==> src/rtl/pidaw_pkg.sv <==
// ----------------------------------------------------------------------------
// pidaw_pkg
// widths, register indexes and reset values of the anti-windup pid controller
// ----------------------------------------------------------------------------
package pidaw_pkg;

  localparam int DATA_W     = 32;   // signed q16.16 data word
  localparam int LIM_W      = 31;   // unsigned limits and time step
  localparam int FRAC_W     = 16;   // fraction bits of q16.16
  localparam int PROD_W     = 2 * DATA_W;
  localparam int DVD_W      = DATA_W + 1 + FRAC_W;  // |diff| scaled by 2^16
  localparam int CFG_ADDR_W = 3;

  // register indexes
  localparam logic [CFG_ADDR_W-1:0] REG_PROP_GAIN    = 3'd0;
  localparam logic [CFG_ADDR_W-1:0] REG_INTEG_GAIN   = 3'd1;
  localparam logic [CFG_ADDR_W-1:0] REG_DERIV_GAIN   = 3'd2;
  localparam logic [CFG_ADDR_W-1:0] REG_TIME_STEP    = 3'd3;
  localparam logic [CFG_ADDR_W-1:0] REG_DRIVE_LIMIT  = 3'd4;
  localparam logic [CFG_ADDR_W-1:0] REG_WINDUP_LIMIT = 3'd5;

  // register reset values
  localparam logic [DATA_W-1:0] PROP_GAIN_RST    = 32'h0001_0000;
  localparam logic [DATA_W-1:0] INTEG_GAIN_RST   = 32'h0000_0000;
  localparam logic [DATA_W-1:0] DERIV_GAIN_RST   = 32'h0000_0000;
  localparam logic [LIM_W-1:0]  TIME_STEP_RST    = 31'd655;
  localparam logic [LIM_W-1:0]  DRIVE_LIMIT_RST  = 31'h7FFF_FFFF;
  localparam logic [LIM_W-1:0]  WINDUP_LIMIT_RST = 31'h7FFF_FFFF;

  localparam logic [DATA_W-1:0] S32_MAX = 32'h7FFF_FFFF;
  localparam logic [DATA_W-1:0] S32_MIN = 32'h8000_0000;

endpackage

==> src/rtl/pid_controller_antiwindup.sv <==
// ----------------------------------------------------------------------------
// pid_controller_antiwindup
// pid controller, derivative on measurement, integral clamp, bit-serial datapath
// ----------------------------------------------------------------------------
// One transaction on the input stream carries a setpoint and a measurement
// (signed q16.16) and yields exactly one drive value on the output stream.
// Items are handled one at a time. The pace is set by a single shared
// shift-and-add multiplier that retires one multiplier bit per cycle; it
// runs four passes (operand load, bit steps, sign restore, rescale and
// saturate) for the proportional term, the integral increment, the integral
// term and the derivative term. A restoring divider producing one quotient
// bit per cycle forms the derivative and runs alongside the first two
// multiplier passes, so it adds no time. The output register lets the next
// transaction be accepted while a drive value still waits for the sink.
// Gains, time step and limits are written through the plain write port;
// the user must do so only while the block is idle, as the block does not
// enforce it. Unknown indexes are ignored.
// ----------------------------------------------------------------------------
module pid_controller_antiwindup
  import pidaw_pkg::*;
(
  input  logic                  clk,
  input  logic                  rst_n,
  // input stream
  input  logic                  in_tvalid,
  output logic                  in_tready,
  input  logic [2*DATA_W-1:0]   in_tdata,    // [31:0] target, [63:32] measurement
  // result stream
  output logic                  out_tvalid,
  input  logic                  out_tready,
  output logic [DATA_W-1:0]     out_tdata,   // [31:0] drive
  // configuration write port
  input  logic                  cfg_we,
  input  logic [CFG_ADDR_W-1:0] cfg_addr,
  input  logic [DATA_W-1:0]     cfg_wdata
);

  typedef enum logic [3:0] {
    S_IDLE,
    S_PREP,
    S_LOAD,
    S_MUL,
    S_NEG,
    S_SAT,
    S_INTEG,
    S_SUM,
    S_OUT
  } state_t;

  // which product the shared multiplier is working on
  typedef enum logic [1:0] {
    OP_P,
    OP_INC,
    OP_I,
    OP_D
  } op_t;

  // configuration registers
  logic signed [DATA_W-1:0] prop_gain_r;
  logic signed [DATA_W-1:0] integ_gain_r;
  logic signed [DATA_W-1:0] deriv_gain_r;
  logic        [LIM_W-1:0]  time_step_r;
  logic        [LIM_W-1:0]  drive_limit_r;
  logic        [LIM_W-1:0]  windup_limit_r;

  // controller state
  logic signed [DATA_W-1:0] integral_r;
  logic signed [DATA_W-1:0] last_meas_r;

  // sequencer and working registers
  state_t                   state_r;
  op_t                      op_r;
  logic signed [DATA_W-1:0] target_r;
  logic signed [DATA_W-1:0] meas_r;
  logic signed [DATA_W-1:0] error_r;
  logic signed [DATA_W-1:0] p_r;
  logic signed [DATA_W-1:0] inc_r;
  logic signed [DATA_W-1:0] i_r;
  logic signed [DATA_W-1:0] d_r;
  logic signed [DATA_W-1:0] total_r;

  // bit-serial multiplier
  logic [DATA_W-1:0]        mcand_r;
  logic [PROD_W-1:0]        prod_r;
  logic                     mul_neg_r;
  logic [4:0]               mul_cnt_r;
  logic signed [PROD_W:0]   res_r;

  // restoring divider: dividend register shifts the quotient in from the bottom
  logic [DVD_W-1:0]         dvd_r;
  logic [LIM_W-1:0]         rem_r;
  logic [LIM_W-1:0]         dvs_r;
  logic                     div_neg_r;
  logic                     div_busy_r;
  logic [5:0]               div_cnt_r;

  // output register
  logic                     out_valid_r;
  logic [DATA_W-1:0]        out_data_r;

  // combinational helpers
  logic signed [DATA_W:0]   err_diff;
  logic signed [DATA_W-1:0] error_nxt;
  logic signed [DATA_W:0]   meas_diff;
  logic [DATA_W:0]          meas_mag;
  logic [LIM_W-1:0]         dvs_nxt;
  logic [DATA_W-1:0]        div_trial;
  logic                     div_ge;
  logic [LIM_W-1:0]         rem_nxt;
  logic [DATA_W-1:0]        deriv_mag;
  logic signed [DATA_W-1:0] opa;
  logic signed [DATA_W-1:0] opb;
  logic [DATA_W-1:0]        opa_mag;
  logic [DATA_W-1:0]        opb_mag;
  logic                     opb_neg;
  logic [DATA_W:0]          mul_sum;
  logic [PROD_W-1:0]        prod_nxt;
  logic signed [PROD_W:0]   res_nxt;
  logic signed [DVD_W-1:0]  scaled;
  logic signed [DATA_W-1:0] gm_nxt;
  logic signed [DATA_W:0]   integ_sum;
  logic signed [DATA_W:0]   windup_pos;
  logic signed [DATA_W:0]   windup_neg;
  logic signed [DATA_W-1:0] integral_nxt;
  logic signed [DATA_W+1:0] drive_sum;
  logic signed [DATA_W+1:0] drive_pos;
  logic signed [DATA_W+1:0] drive_neg;
  logic signed [DATA_W-1:0] total_nxt;

  assign in_tready  = (state_r == S_IDLE);
  assign out_tvalid = out_valid_r;
  assign out_tdata  = out_data_r;

  // error, saturated to 32 bits
  always_comb begin
    err_diff = {target_r[DATA_W-1], target_r} - {meas_r[DATA_W-1], meas_r};
    if (err_diff[DATA_W] != err_diff[DATA_W-1]) begin
      error_nxt = err_diff[DATA_W] ? S32_MIN : S32_MAX;
    end else begin
      error_nxt = err_diff[DATA_W-1:0];
    end
  end

  // derivative dividend in sign-magnitude, divisor of at least one lsb
  always_comb begin
    meas_diff = {last_meas_r[DATA_W-1], last_meas_r} - {meas_r[DATA_W-1], meas_r};
    meas_mag  = meas_diff[DATA_W] ? ((DATA_W+1)'(0) - meas_diff) : meas_diff;
    dvs_nxt   = (time_step_r == '0) ? LIM_W'(1) : time_step_r;
  end

  // one quotient bit per cycle
  always_comb begin
    div_trial = {rem_r, dvd_r[DVD_W-1]};
    div_ge    = (div_trial >= {1'b0, dvs_r});
    rem_nxt   = div_ge ? LIM_W'(div_trial - {1'b0, dvs_r}) : div_trial[LIM_W-1:0];
  end

  // derivative magnitude saturated to the 32-bit signed range
  always_comb begin
    if (div_neg_r) begin
      if ((dvd_r[DVD_W-1:DATA_W] != '0) ||
          (dvd_r[DATA_W-1] && (dvd_r[DATA_W-2:0] != '0))) begin
        deriv_mag = S32_MIN;
      end else begin
        deriv_mag = dvd_r[DATA_W-1:0];
      end
    end else begin
      if (dvd_r[DVD_W-1:DATA_W-1] != '0) begin
        deriv_mag = S32_MAX;
      end else begin
        deriv_mag = dvd_r[DATA_W-1:0];
      end
    end
  end

  // operand selection for the shared multiplier
  always_comb begin
    case (op_r)
      OP_P: begin
        opa = prop_gain_r;
        opb = error_r;
      end
      OP_INC: begin
        opa = error_r;
        opb = $signed({1'b0, time_step_r});
      end
      OP_I: begin
        opa = integ_gain_r;
        opb = integral_r;
      end
      OP_D: begin
        opa = deriv_gain_r;
        opb = '0;
      end
      default: begin
        opa = '0;
        opb = '0;
      end
    endcase
    opa_mag = opa[DATA_W-1] ? (DATA_W'(0) - opa) : opa;
    if (op_r == OP_D) begin
      opb_mag = deriv_mag;
      opb_neg = div_neg_r;
    end else begin
      opb_mag = opb[DATA_W-1] ? (DATA_W'(0) - opb) : opb;
      opb_neg = opb[DATA_W-1];
    end
  end

  // shift-and-add step, sign restore, floor rescale and saturation
  always_comb begin
    mul_sum  = {1'b0, prod_r[PROD_W-1:DATA_W]} + (prod_r[0] ? {1'b0, mcand_r} : '0);
    prod_nxt = {mul_sum, prod_r[DATA_W-1:1]};
    res_nxt  = mul_neg_r ? ((PROD_W+1)'(0) - {1'b0, prod_r}) : {1'b0, prod_r};
    scaled   = res_r[PROD_W:FRAC_W];
    if (scaled[DVD_W-1:DATA_W-1] == {(DVD_W-DATA_W+1){scaled[DATA_W-1]}}) begin
      gm_nxt = scaled[DATA_W-1:0];
    end else begin
      gm_nxt = scaled[DVD_W-1] ? S32_MIN : S32_MAX;
    end
  end

  // integral clamp and output clamp
  always_comb begin
    integ_sum  = {integral_r[DATA_W-1], integral_r} + {inc_r[DATA_W-1], inc_r};
    windup_pos = $signed({2'b00, windup_limit_r});
    windup_neg = -windup_pos;
    if (integ_sum > windup_pos) begin
      integral_nxt = windup_pos[DATA_W-1:0];
    end else if (integ_sum < windup_neg) begin
      integral_nxt = windup_neg[DATA_W-1:0];
    end else begin
      integral_nxt = integ_sum[DATA_W-1:0];
    end

    drive_sum = (DATA_W+2)'(p_r) + (DATA_W+2)'(i_r) + (DATA_W+2)'(d_r);
    drive_pos = $signed({3'b000, drive_limit_r});
    drive_neg = -drive_pos;
    if (drive_sum > drive_pos) begin
      total_nxt = drive_pos[DATA_W-1:0];
    end else if (drive_sum < drive_neg) begin
      total_nxt = drive_neg[DATA_W-1:0];
    end else begin
      total_nxt = drive_sum[DATA_W-1:0];
    end
  end

  always_ff @(posedge clk) begin
    if (!rst_n) begin
      prop_gain_r    <= PROP_GAIN_RST;
      integ_gain_r   <= INTEG_GAIN_RST;
      deriv_gain_r   <= DERIV_GAIN_RST;
      time_step_r    <= TIME_STEP_RST;
      drive_limit_r  <= DRIVE_LIMIT_RST;
      windup_limit_r <= WINDUP_LIMIT_RST;
      integral_r     <= '0;
      last_meas_r    <= '0;
      state_r        <= S_IDLE;
      op_r           <= OP_P;
      div_busy_r     <= 1'b0;
      div_cnt_r      <= '0;
      mul_cnt_r      <= '0;
      out_valid_r    <= 1'b0;
    end else begin
      // configuration writes
      if (cfg_we) begin
        case (cfg_addr)
          REG_PROP_GAIN:    prop_gain_r    <= cfg_wdata;
          REG_INTEG_GAIN:   integ_gain_r   <= cfg_wdata;
          REG_DERIV_GAIN:   deriv_gain_r   <= cfg_wdata;
          REG_TIME_STEP:    time_step_r    <= cfg_wdata[LIM_W-1:0];
          REG_DRIVE_LIMIT:  drive_limit_r  <= cfg_wdata[LIM_W-1:0];
          REG_WINDUP_LIMIT: windup_limit_r <= cfg_wdata[LIM_W-1:0];
          default: ;
        endcase
      end

      // output register drains independently of the sequencer;
      // the hand-over state reloads it itself
      if (out_valid_r && out_tready && (state_r != S_OUT)) begin
        out_valid_r <= 1'b0;
      end

      // divider runs beside the multiplier
      if (div_busy_r) begin
        rem_r <= rem_nxt;
        dvd_r <= {dvd_r[DVD_W-2:0], div_ge};
        if (div_cnt_r == '0) begin
          div_busy_r <= 1'b0;
        end else begin
          div_cnt_r <= div_cnt_r - 6'd1;
        end
      end

      case (state_r)
        S_IDLE: begin
          if (in_tvalid) begin
            target_r <= in_tdata[DATA_W-1:0];
            meas_r   <= in_tdata[2*DATA_W-1:DATA_W];
            state_r  <= S_PREP;
          end
        end

        S_PREP: begin
          error_r     <= error_nxt;
          dvd_r       <= {meas_mag, {FRAC_W{1'b0}}};
          dvs_r       <= dvs_nxt;
          rem_r       <= '0;
          div_neg_r   <= meas_diff[DATA_W];
          div_cnt_r   <= 6'(DVD_W - 1);
          div_busy_r  <= 1'b1;
          last_meas_r <= meas_r;
          op_r        <= OP_P;
          state_r     <= S_LOAD;
        end

        S_LOAD: begin
          // derivative operand must wait for the divider
          if (!(op_r == OP_D && div_busy_r)) begin
            mcand_r   <= opa_mag;
            prod_r    <= {{DATA_W{1'b0}}, opb_mag};
            mul_neg_r <= opa[DATA_W-1] ^ opb_neg;
            mul_cnt_r <= 5'(DATA_W - 1);
            state_r   <= S_MUL;
          end
        end

        S_MUL: begin
          prod_r <= prod_nxt;
          if (mul_cnt_r == '0) begin
            state_r <= S_NEG;
          end else begin
            mul_cnt_r <= mul_cnt_r - 5'd1;
          end
        end

        S_NEG: begin
          res_r   <= res_nxt;
          state_r <= S_SAT;
        end

        S_SAT: begin
          case (op_r)
            OP_P: begin
              p_r     <= gm_nxt;
              op_r    <= OP_INC;
              state_r <= S_LOAD;
            end
            OP_INC: begin
              inc_r   <= gm_nxt;
              state_r <= S_INTEG;
            end
            OP_I: begin
              i_r     <= gm_nxt;
              op_r    <= OP_D;
              state_r <= S_LOAD;
            end
            OP_D: begin
              d_r     <= gm_nxt;
              state_r <= S_SUM;
            end
            default: state_r <= S_IDLE;
          endcase
        end

        S_INTEG: begin
          integral_r <= integral_nxt;
          op_r       <= OP_I;
          state_r    <= S_LOAD;
        end

        S_SUM: begin
          total_r <= total_nxt;
          state_r <= S_OUT;
        end

        S_OUT: begin
          // hand over once the output register is free or being emptied
          if (!out_valid_r || out_tready) begin
            out_data_r  <= total_r;
            out_valid_r <= 1'b1;
            state_r     <= S_IDLE;
          end
        end

        default: state_r <= S_IDLE;
      endcase
    end
  end

  // integral stays inside the windup clamp after every update
  a_integ_clamped: assert property (@(posedge clk) disable iff (!rst_n)
    (state_r == S_INTEG) |=>
      (integral_r <= $signed({1'b0, $past(windup_limit_r)})) &&
      (integral_r >= -$signed({1'b0, $past(windup_limit_r)})))
    else $error("integral outside windup clamp");

  // a result only appears out of the hand-over state
  a_out_from_seq: assert property (@(posedge clk) disable iff (!rst_n)
    $rose(out_valid_r) |-> $past(state_r == S_OUT))
    else $error("result raised outside hand-over");

  // derivative product never starts before the quotient is complete
  a_div_before_d: assert property (@(posedge clk) disable iff (!rst_n)
    (state_r == S_LOAD && op_r == OP_D && div_busy_r) |=> (state_r == S_LOAD))
    else $error("derivative product started with divider busy");

  // the multiplier is never running while a new item could be taken
  a_busy_not_ready: assert property (@(posedge clk) disable iff (!rst_n)
    (state_r == S_MUL) |-> !in_tready)
    else $error("input ready during multiply");

endmodule
==> config.mk <==
export PLATFORM = sky130hd
export DESIGN_NAME = pid_controller_antiwindup
export DESIGN_NICKNAME = d
export VERILOG_FILES = /design/src/rtl/pidaw_pkg.sv /design/src/rtl/pid_controller_antiwindup.sv
export SDC_FILE = /design/constraint.sdc
export NUM_CORES = 2
export LEC_CHECK = 0
export ABC_AREA = 1
export BUFFER_PORTS_ARGS = -buffer_cell sky130_fd_sc_hd__buf_2
export CAP_MARGIN = 40
export CORE_ASPECT_RATIO = 0.9
export CORE_UTILIZATION = 48
export CTS_CLUSTER_DIAMETER = 100
export DETAILED_ROUTE_END_ITERATION = 10
export GPL_TIMING_DRIVEN = 0
export PLACE_DENSITY_LB_ADDON = 0.15
export SYNTH_ARGS = -nofsm -noshare
export SYNTH_HDL_FRONTEND = slang
export SYNTH_SLANG_ARGS = --single-unit
==> constraint.sdc <==
create_clock -name clk -period 7.65 [get_ports clk]
set_input_delay 0 -clock clk [delete_from_list [all_inputs] [get_ports clk]]
set_output_delay 0 -clock clk [all_outputs]
set_load 0.01 [all_outputs]
Word level (Yosys, flattened, before mapping) --
Index checks and enable logic that the tools add are counted.
Storage, ports and cells: latch bits 0, word-level logic and storage cells 177, input port bits 104, bits in read-only memories 0, flip-flop bits (word level) 834, memories 0, memory bits (writable) 0, output and inout bits 34
Cells by class: divide/modulo/power cells 0, multiply operators 0, magnitude comparators 5, equality and inequality tests 26, reductions and logical operators 45, mux-type cells 46, add/sub/neg operators 15, shift-type cells 0, bitwise logic cells 4
Operator list (number):
- 32-bit two-way mux | 13
- 32-bit one-hot mux with 4 select lines | 2
- 64-bit two-way mux | 2
- 64-bit one-hot mux with 2 select lines | 1
- 31-bit two-way mux | 4
- 32-bit by 32-bit adder with 33-bit output | 3
- 49-bit two-way mux | 2
- 32-bit by 32-bit subtractor with 33-bit output | 2
- 1-bit by 64-bit subtractor with 65-bit output (first input constant) | 1
- 1-bit by 32-bit subtractor with 32-bit output (first input constant) | 2
- 33-bit by 32-bit adder with 34-bit output | 1
- 34-bit by 32-bit > comparator with 1-bit output | 1
- 34-bit < comparator | 1
- 31-bit negator with 34-bit output | 1
- 33-bit by 32-bit > comparator with 1-bit output | 1
- 33-bit < comparator | 1
- 33-bit two-way mux | 1
- 31-bit negator with 33-bit output | 1
- 1-bit by 33-bit subtractor with 33-bit output (first input constant) | 1
- 32-bit by 31-bit >= comparator with 1-bit output | 1
- 4-bit one-hot mux with 8 select lines | 1
- 31-bit logical NOT | 1
- 31-bit nonzero test | 1
- 31-bit subtractor | 1
- 43 further kinds | 95

Logic depth before layout (Yosys ltp) --
depth after elaboration 8, mapped depth 30

Worst setup path after synthesis --
No wires, ideal clock.
kind flip-flop to flip-flop, start point register op_r[1], end point register prod_r[0], enable pin, setup time 0.644 ns, stages on the path, launching flop included 8, arrival 7.054 ns, period minus slack after synthesis 7.698 ns, path buffers 2, path slack -0.048 ns, required time 7.006 ns, path through dfxtp_1 nand2_1 inv_2 buf_4 buf_2 nand3_1 inv_1 nor4_1
Between the ends: cells in the longest elaborated chain, start to end 4
Ends and longest elaborated chain:
- start: declaration | RTL line pid_controller_antiwindup.sv:72 | op_t op_r;
- start signal: assignment | RTL line pid_controller_antiwindup.sv:259 | op_r <= OP_P;
- start signal: assignment | RTL line pid_controller_antiwindup.sv:313 | op_r <= OP_P;
- start signal: assignment | RTL line pid_controller_antiwindup.sv:346 | op_r <= OP_INC;
- 2-bit equality test | RTL line pid_controller_antiwindup.sv:319 | if (!(op_r == OP_D && div_busy_r)) begin
- 1-bit logical AND | RTL line pid_controller_antiwindup.sv:319
- 2-bit inequality test (no line)
- 3-bit AND reduction (no line)
- end signal: assignment | RTL line pid_controller_antiwindup.sv:321 | prod_r <= {{DATA_W{1'b0}}, opb_mag};
- end signal: assignment | RTL line pid_controller_antiwindup.sv:329 | prod_r <= prod_nxt;
- end: declaration | RTL line pid_controller_antiwindup.sv:84 | logic [PROD_W-1:0] prod_r;
No other way between the ends. A chain may end at the register's enable or synchronous reset.

Worst setup path after layout --
start point register windup_limit_r[1], end point register integral_r[25]
Between the ends: cells in the longest elaborated chain, start to end 4, elaborated cells on any way between the ends 5, those cells by class 1 x add/sub; 2 x order compare; 2 x mux
Ends and longest elaborated chain:
- start: declaration | RTL line pid_controller_antiwindup.sv:64 | logic [LIM_W-1:0] windup_limit_r;
- start signal: assignment | RTL line pid_controller_antiwindup.sv:273 | REG_WINDUP_LIMIT: windup_limit_r <= cfg_wdata[LIM_W-1:0];
- 31-bit negator with 33-bit output | RTL line pid_controller_antiwindup.sv:227 | windup_neg = -windup_pos;
- 33-bit < comparator | RTL line pid_controller_antiwindup.sv:230 | end else if (integ_sum < windup_neg) begin
- 32-bit two-way mux | RTL line pid_controller_antiwindup.sv:230
- 32-bit two-way mux * | RTL line pid_controller_antiwindup.sv:228 | if (integ_sum > windup_pos) begin
- end signal: assignment | RTL line pid_controller_antiwindup.sv:367 | integral_r <= integral_nxt;
- end: declaration | RTL line pid_controller_antiwindup.sv:67 | logic signed [DATA_W-1:0] integral_r;
Mark *: on every way between the ends. The rest lies on a longest branch, timed or not.

==> results.cfg <==
[status]
status = completed

[worst_setup_path]
cp.required_ps = 8240
crit_type = register to register
cp_slowest_cell = nor4_1
r2r_start = windup_limit_r[1]$_SDFFE_PN1P_
crit_fanout = 10
path_buf_inv = 3
rrSetupSlack_ps = 1680
start_kind = register
startpoint = windup_limit_r[1]$_SDFFE_PN1P_
crit_family = simple AND/OR/NAND/NOR gates
crit-reg2reg-capture = integral_r[25]$_SDFFE_PN0N_
critPathArrivalTime_ps = 6560
rr_worst_depth = 28
cp-end-kind = register
crit_path_max_incr_delay_ps = 520

[synth]
synth_cells = 6601
synth-seq-area-share_pct = 41.89
ys_ff_latch = 818
synth_area_leader_cell = edfxtp_1
synth_area_leaders = edfxtp_1, dfxtp_1, nand2_1
ys_warn_count = 0
syn_area_mm2 = 0.05214
synth_flop_cell = edfxtp_1
synth_edf_count = 546
synthesis.nets = 7068
synth_area_per_cell_um2 = 7.899
async_reset_ff_share_pct = 0
yosysTopAreaCellShare_pct = 31.44
synth_cell_types = 62

[global_route]
grt-ovfl-total = 0
grt_max_degree = 34
grtUsageTotal_pct = 32.46
grt_pass1_vias = 44690
antenna_found_initial = 8
grt_pass1_wl_mm = 270.2

[clocking]
htreeDepth = 3
cts.reportedPaths.clkPinSlew_ps = 60
clk_latency_ps = 700
clockBufferDepth = 3
numClockSinks = 818
cts_root_buffer = clkbuf_16
ctsResizeCount = 0
cts_tree = built
cts_buffers = 90

[routing]
drcViolationCount = 0
wl_per_cell_um = 21.13
antenna_left = 0
wirelength_mm = 180.7
post_drt_via_cell_ratio = 5.621
vias = 48060
drt_first_iter_violations = 5674
first_pass_iters = 8

[hold_path]
whs_path_depth = 2
holdPathEnd = meas_r[6]$_DFFE_PP_
worstHoldStart = in_tdata[38]
hold_class = input pin to register

[timing]
max_freq_ghz = 0.1676
max_slew_margin_pct = 35.17
worst_pin_slew_ps = 972.5
hold_viol_final = 0
rsz0062_at_grt = false
slew_violations = 0
post-route-period-util_pct = 78.01
clock_skew_ps = 30.43
period_minus_slack_ps = 5968
finalSetupViolations = 0

[layout]
drive_above_1_share_pct = 6.553
regMostFlops = prod_r
finalNonFillerCells = 8550
syn_to_final_growth_pct = 14.90
final_util_pct = 55.71
mostFrequentLayoutCell = nand2_1
largestRegisters = prod_r x64, dvd_r x49, res_r x49
final_cell_mix = nand2_1, inv_1, nor2_1
final_nets = 7486
largest_register_ffs = 64

[place]
placedCellCount = 8231
dp_hpwl_mm = 143.5
routabilityCongestion = 1.002
portBuffers = 137

[floorplanning]
io_pins = 138
die_h_um = 314.7
placementRows = 114
start_util_pct = 48.48
die_area_mm2 = 0.1100
fp.dieW_um = 349.4
fp.coreArea_mm2 = 0.1075

[power_and_ir_drop]
power_leakage_nw = 26.07
power.density_mw_per_mm2 = 199.0
max-vdd-ir-drop_mv = 0.2099

[job]
cap_violations = 0
[cell families (layout without fill, tap and decap cells)]
logic type / after synthesis / after routing / synth area share [%]
and+or+nand+nor: 2831 / 2831 / 22.80
xor gates and xnor gates: 279 / 279 / 4.715
DFF: 818 / 818 / 41.89
other: 0 / 4 / 0
AOI/OAI and AO/OA: 1288 / 1288 / 13.81
buffers and inverters: 1022 / 1517 / 7.532
adders and majority gates: 363 / 363 / 9.257
[what timing repair did]
action | CTS | global route
buffers inserted | 0 | 0
setup endpoints to repair | 0 | 0
hold buffers | 146 | 0
hold endpoints to repair | 283 | 0
[power breakdown]
part           leakage, nW  internal, W  total [W]  switching [W]
combinational         17.4     0.000711    0.00215        0.00144
sequential            7.19      0.00498    0.00512       0.000143
clock                 1.52      0.00272    0.00465        0.00193
[per-stage QoR]
| stage | total power, W | TNS [ps] | worst slack [ps] | hold slack, ps | area, um2 |
|---|---|---|---|---|---|
| floorplan | 0.006550 | 0 | 2663 | 98.87 | 52150 |
| global placement | 0.007208 | -17380 | -233.8 | 177.5 | 54650 |
| detailed placement | 0.007256 | 0 | 1843 | 178.1 | 55320 |
| CTS | 0.01193 | 0 | 1806 | 0.4741 | 59900 |
| global route | 0.01237 | 0 | 1202 | 19.61 | 59910 |
| finish | 0.01193 | 0 | 1682 | 35.83 | 59910 |
[worst max-delay path by stage]
stage                                  end  depth (start not counted)
6_report       integral_r[25]$_SDFFE_PN0N_                         28
5_1_grt        integral_r[25]$_SDFFE_PN0N_                         28
4_1_cts        integral_r[25]$_SDFFE_PN0N_                         28
3_5_place_dp   integral_r[25]$_SDFFE_PN0N_                         28
3_3_place_gp           dvd_r[43]$_DFFE_PP_                          7
2_1_floorplan          prod_r[0]$_DFFE_PP_                          7
[layer usage]
layer	vias up	global-route usage [%]	routed length, um
li1	23100	-	-
met1	22550	45.58	79190
met2	2042	50.05	78140
met3	371	5.806	16120
met4	6	11.74	7170
met5	-	0	40
[cell type report]
cell class | instances | area [um2]
fillers | 10140 | 47630
multi-input cells | 4761 | 26470
flip-flops and latches | 818 | 21840
inverters | 794 | 2980
repair buffers | 326 | 2724
clock buffers | 111 | 2424
well taps | 1450 | 1814
plain buffers | 228 | 947.2
clock inverters | 58 | 700.7
diodes | 4 | 10.01
[cell usage after synthesis, types with 78 or more instances]
cell type	number
xnor2_1	85
xor2_1	192
o211ai_1	86
clkbuf_1	176
ha_1	325
edfxtp_1	546
dfxtp_1	272
nand2_1	1435
nor2_1	757
o21ai_0	548
nor3_1	78
nand3_1	279
a21oi_1	392
inv_1	781
nand4_1	139
No activity file was read; power rests on OpenSTA's default activity.
